==> config.mk <==
export PLATFORM = sky130hd
export DESIGN_NAME = spq_ram
export DESIGN_NICKNAME = d
export VERILOG_FILES = /design/src/rtl/spq_ram.sv
export SDC_FILE = /design/constraint.sdc
export NUM_CORES = 2
export LEC_CHECK = 0
export BUFFER_PORTS_ARGS = -buffer_cell sky130_fd_sc_hd__buf_2
export CELL_PAD_IN_SITES_DETAIL_PLACEMENT = 1
export CELL_PAD_IN_SITES_GLOBAL_PLACEMENT = 1
export CORE_ASPECT_RATIO = 0.9
export CORE_MARGIN = 2
export CORE_UTILIZATION = 45
export CTS_CLUSTER_SIZE = 16
export DETAILED_ROUTE_END_ITERATION = 7
export GPL_TIMING_DRIVEN = 0
export PLACE_DENSITY = 0.7
export SLEW_MARGIN = 0
export SYNTH_ARGS = -nofsm -noshare
export SYNTH_HDL_FRONTEND = slang
export SYNTH_SLANG_ARGS = --single-unit
==> constraint.sdc <==
create_clock -name i_clk -period 2.9 [get_ports i_clk]
set_input_delay 0.435 -clock i_clk [delete_from_list [all_inputs] [get_ports i_clk]]
set_output_delay 0.435 -clock i_clk [all_outputs]
set_load 0.01 [all_outputs]
==> src/rtl/spq_ram.sv <==
`default_nettype none
module spq_ram #(
    parameter int DEPTH = 256,
    parameter int WIDTH = 8
) (
    input  wire logic                     i_clk,
    input  wire logic                     i_we,
    input  wire logic [$clog2(DEPTH)-1:0] i_waddr,
    input  wire logic [WIDTH-1:0]         i_wdata,
    input  wire logic [$clog2(DEPTH)-1:0] i_raddr,
    output logic      [WIDTH-1:0]         o_rdata
);

    logic [WIDTH-1:0] r_mem [DEPTH];

    always_ff @(posedge i_clk) begin
        if (i_we) begin
            r_mem[i_waddr] <= i_wdata;
        end
        o_rdata <= r_mem[i_raddr];
    end

endmodule
`default_nettype wire

==> results.json <==
{
  "fin_skew_ps": 32.03,
  "coreArea_sq_um": 175700,
  "fmax_ghz": 0.3151,
  "synthArstFlopShare": 0,
  "ys_types": 55,
  "hold_viol_final": 0,
  "drtIter0Drc": 7071,
  "cp.arrival_ps": 3630,
  "root_buffer": "clkbuf_16",
  "synth_commonest_cells": "edfxtp_1 (2048), mux4_2 (454), nor2_1 (282)",
  "slew_viol_final": 9,
  "overflow": 0,
  "crit_path_frequent_cell": "clkbuf_1",
  "n_fill_cell": 15563,
  "synth-seq-cells": 2056,
  "post-route-period-util": 1.094,
  "routabilityCongestion": 0.9704,
  "power_mw": 61.27,
  "max_cap_violations": 2,
  "required_ps": 3360,
  "fin_crit_ps": 3174,
  "clk_pin_slew_ps": 60,
  "regArea_sq_um": 61660,
  "vias": 42478,
  "areaGrowthSynthToFinish_pct": 13.23,
  "cellPowerDensity_nw_per_um2": 680.1,
  "cp_slowest_cell": "nor2_1",
  "place.detailed.hpwl_um": 169800,
  "yosys_warnings": 0,
  "syn-instance-count": 3733,
  "whs_ps": 91.89,
  "yosysMostFrequentCell": "edfxtp_1",
  "finish.instance_area_sq_um": 90090,
  "dr.pass1.iters": 5,
  "grt_usage": 0.2855,
  "start_util": 0.4527,
  "slew_headroom": -0.03970,
  "path_class": "in -> reg",
  "crit_buf_inv": 3,
  "worstMarginPinSlew_ps": 1554,
  "chipWidth_um": 447.2,
  "final_util": 0.5126,
  "yosysSeqAreaShare": 0.7750,
  "drc": 0,
  "ant_nets": 0,
  "cts_tree": "built",
  "clock_sinks": 2056,
  "final.setup.tns_ps": -23710,
  "die_area_sq_um": 180200,
  "setup_viol": 246,
  "drive_gt1_frac": 0.2610,
  "grt_pass1_vias": 42260,
  "crit_family": "buffers and inverters",
  "cts_made_buffers": 193,
  "vias_per_cell": 6.527,
  "crit_chain": "clkbuf_1, nor2b_1, clkbuf_1, nand4_1, clkbuf_2, nor2_1",
  "grt_max_degree": 153,
  "vdd_drop_max_mv": 0.6868,
  "syn-cell-area_sq_um": 79560,
  "preCtsSetupSlack_ps": -2367,
  "antenna_found_initial": 19,
  "synth_top_cell_area_share": 0.7730,
  "clk_latency_ps": 840,
  "critPathLaunchType": "primary input",
  "syn_avg_cell_area_sq_um": 21.31,
  "ctsHtreeMaxLevel": 4,
  "status": "complete, but fails checks",
  "num_rows": 146,
  "cp_max_fo": 10,
  "yosys.area.top_type": "edfxtp_1",
  "wire_per_inst_um": 39.26,
  "placedInstanceArea_sq_um": 83110,
  "hp-class": "in -> reg",
  "wl_um": 255500,
  "die_height_um": 402.9,
  "rsz0062_at_grt": "true",
  "p_leak_nw": 27.59,
  "synth_ff_type": "edfxtp_1",
  "critical_path.max_stage_delay_ps": 930,
  "endpoint_kind": "flop",
  "io_pins": 34,
  "place_inst": 6143,
  "syn-num-nets": 3759,
  "synth_edf_count": 2048,
  "grt_pass1_wl_um": 350300,
  "yosys-top-cells-area": "edfxtp_1 (77%), mux4_2 (13%), mux2i_1 (1.7%), nor2_1 (1.3%), a22oi_1 (1.3%)",
  "failed_checks": "capacitance limit, slew limit, setup timing",
  "final_cells": 6508,
  "cts_buffer_depth": 3,
  "final_nets": 4001,
  "multi_input_comb_area_sq_um": 17140,
  "port_buffers": 26,
  "worst_slack_ps": -274.0
}
final cells by class:
cell class,count,share of cell area
Sequential cell,2056,0.6845
Multi-Input combinational cell,1442,0.1903
Clock buffer,258,0.05828
Tap cell,2368,0.03289
Buffer,232,0.01842
Clock inverter,93,0.008514
Timing Repair Buffer,48,0.006806
Antenna cell,9,0.0002500
Inverter,2,0.00008333
routing by layer:
| metal | up-vias | routed length [um] | track usage |
|---|---|---|---|
| li1 | 16198 | - | - |
| met1 | 22815 | 99290 | 0.4070 |
| met2 | 2948 | 112900 | 0.4079 |
| met3 | 501 | 31770 | 0.08844 |
| met4 | 16 | 11400 | 0.1211 |
| met5 | - | 96 | 0 |
cells by family (layout without fill, tap and decap cells):
family	Yosys count	count (layout)	synth area share
buffers and inverters	235	633	0.01831
flip-flops	2056	2056	0.7750
multiplexers	591	591	0.1462
AO/OA/AOI/OAI	385	385	0.03419
other	0	9	0
AND/OR/NAND/NOR	466	466	0.02628
state kept, by name, indices dropped and copies added, names as in the netlist:
signal and flops:
r_mem 2048, o_rdata 8
report_power, final:
part	switching (mW)	total, mW	leakage (nW)	internal (mW)
clock network	11.2	24.7	2.94	13.5
logic	2.64	3.77	6.18	1.13
registers	0.0246	32.8	18.5	32.8
total	13.9	61.3	27.6	47.4
cells in the final DEF, fill, tap and decap left out, types with 14 or more instances in the layout:
cell and n:
nor2_1 231, a22oi_1 133, mux2i_1 134, buf_4 42, mux4_2 454, edfxtp_1 2048
nor2_2 49, o221ai_1 34, nor2b_1 29, clkinv_2 34, nor4_4 17, clkbuf_2 58
clkinv_1 38, nand3_1 34, nand2_1 32, buf_8 21, o22ai_1 28, buf_6 25
clkbuf_1 94, a211oi_1 14, buf_2 46, clkbuf_16 198, a21oi_1 86
final timing paths:
path	startpoint	endpoint	slack, ps	depth (start not counted)
setup / recovery	i_waddr[2]	r_mem[103][5]	-270	6
hold / removal	i_wdata[3]	r_mem[80][3]	90	1
setup reg to reg	r_mem[80][3]	o_rdata[3]	20	6
hold reg to reg	r_mem[33][5]	o_rdata[5]	1260	7
what timing repair did:
item / in CTS / in global routing
gates cloned: 0 / 0
endpoints found under the hold margin: 24 / 0
endpoints found under the setup margin: 24 / 421
pin swaps: 2 / 5
gates resized for setup: 172 / 104
setup buffers: 3 / 1
hold buffers: 1 / 0
Power figures use the tool's default switching activity.
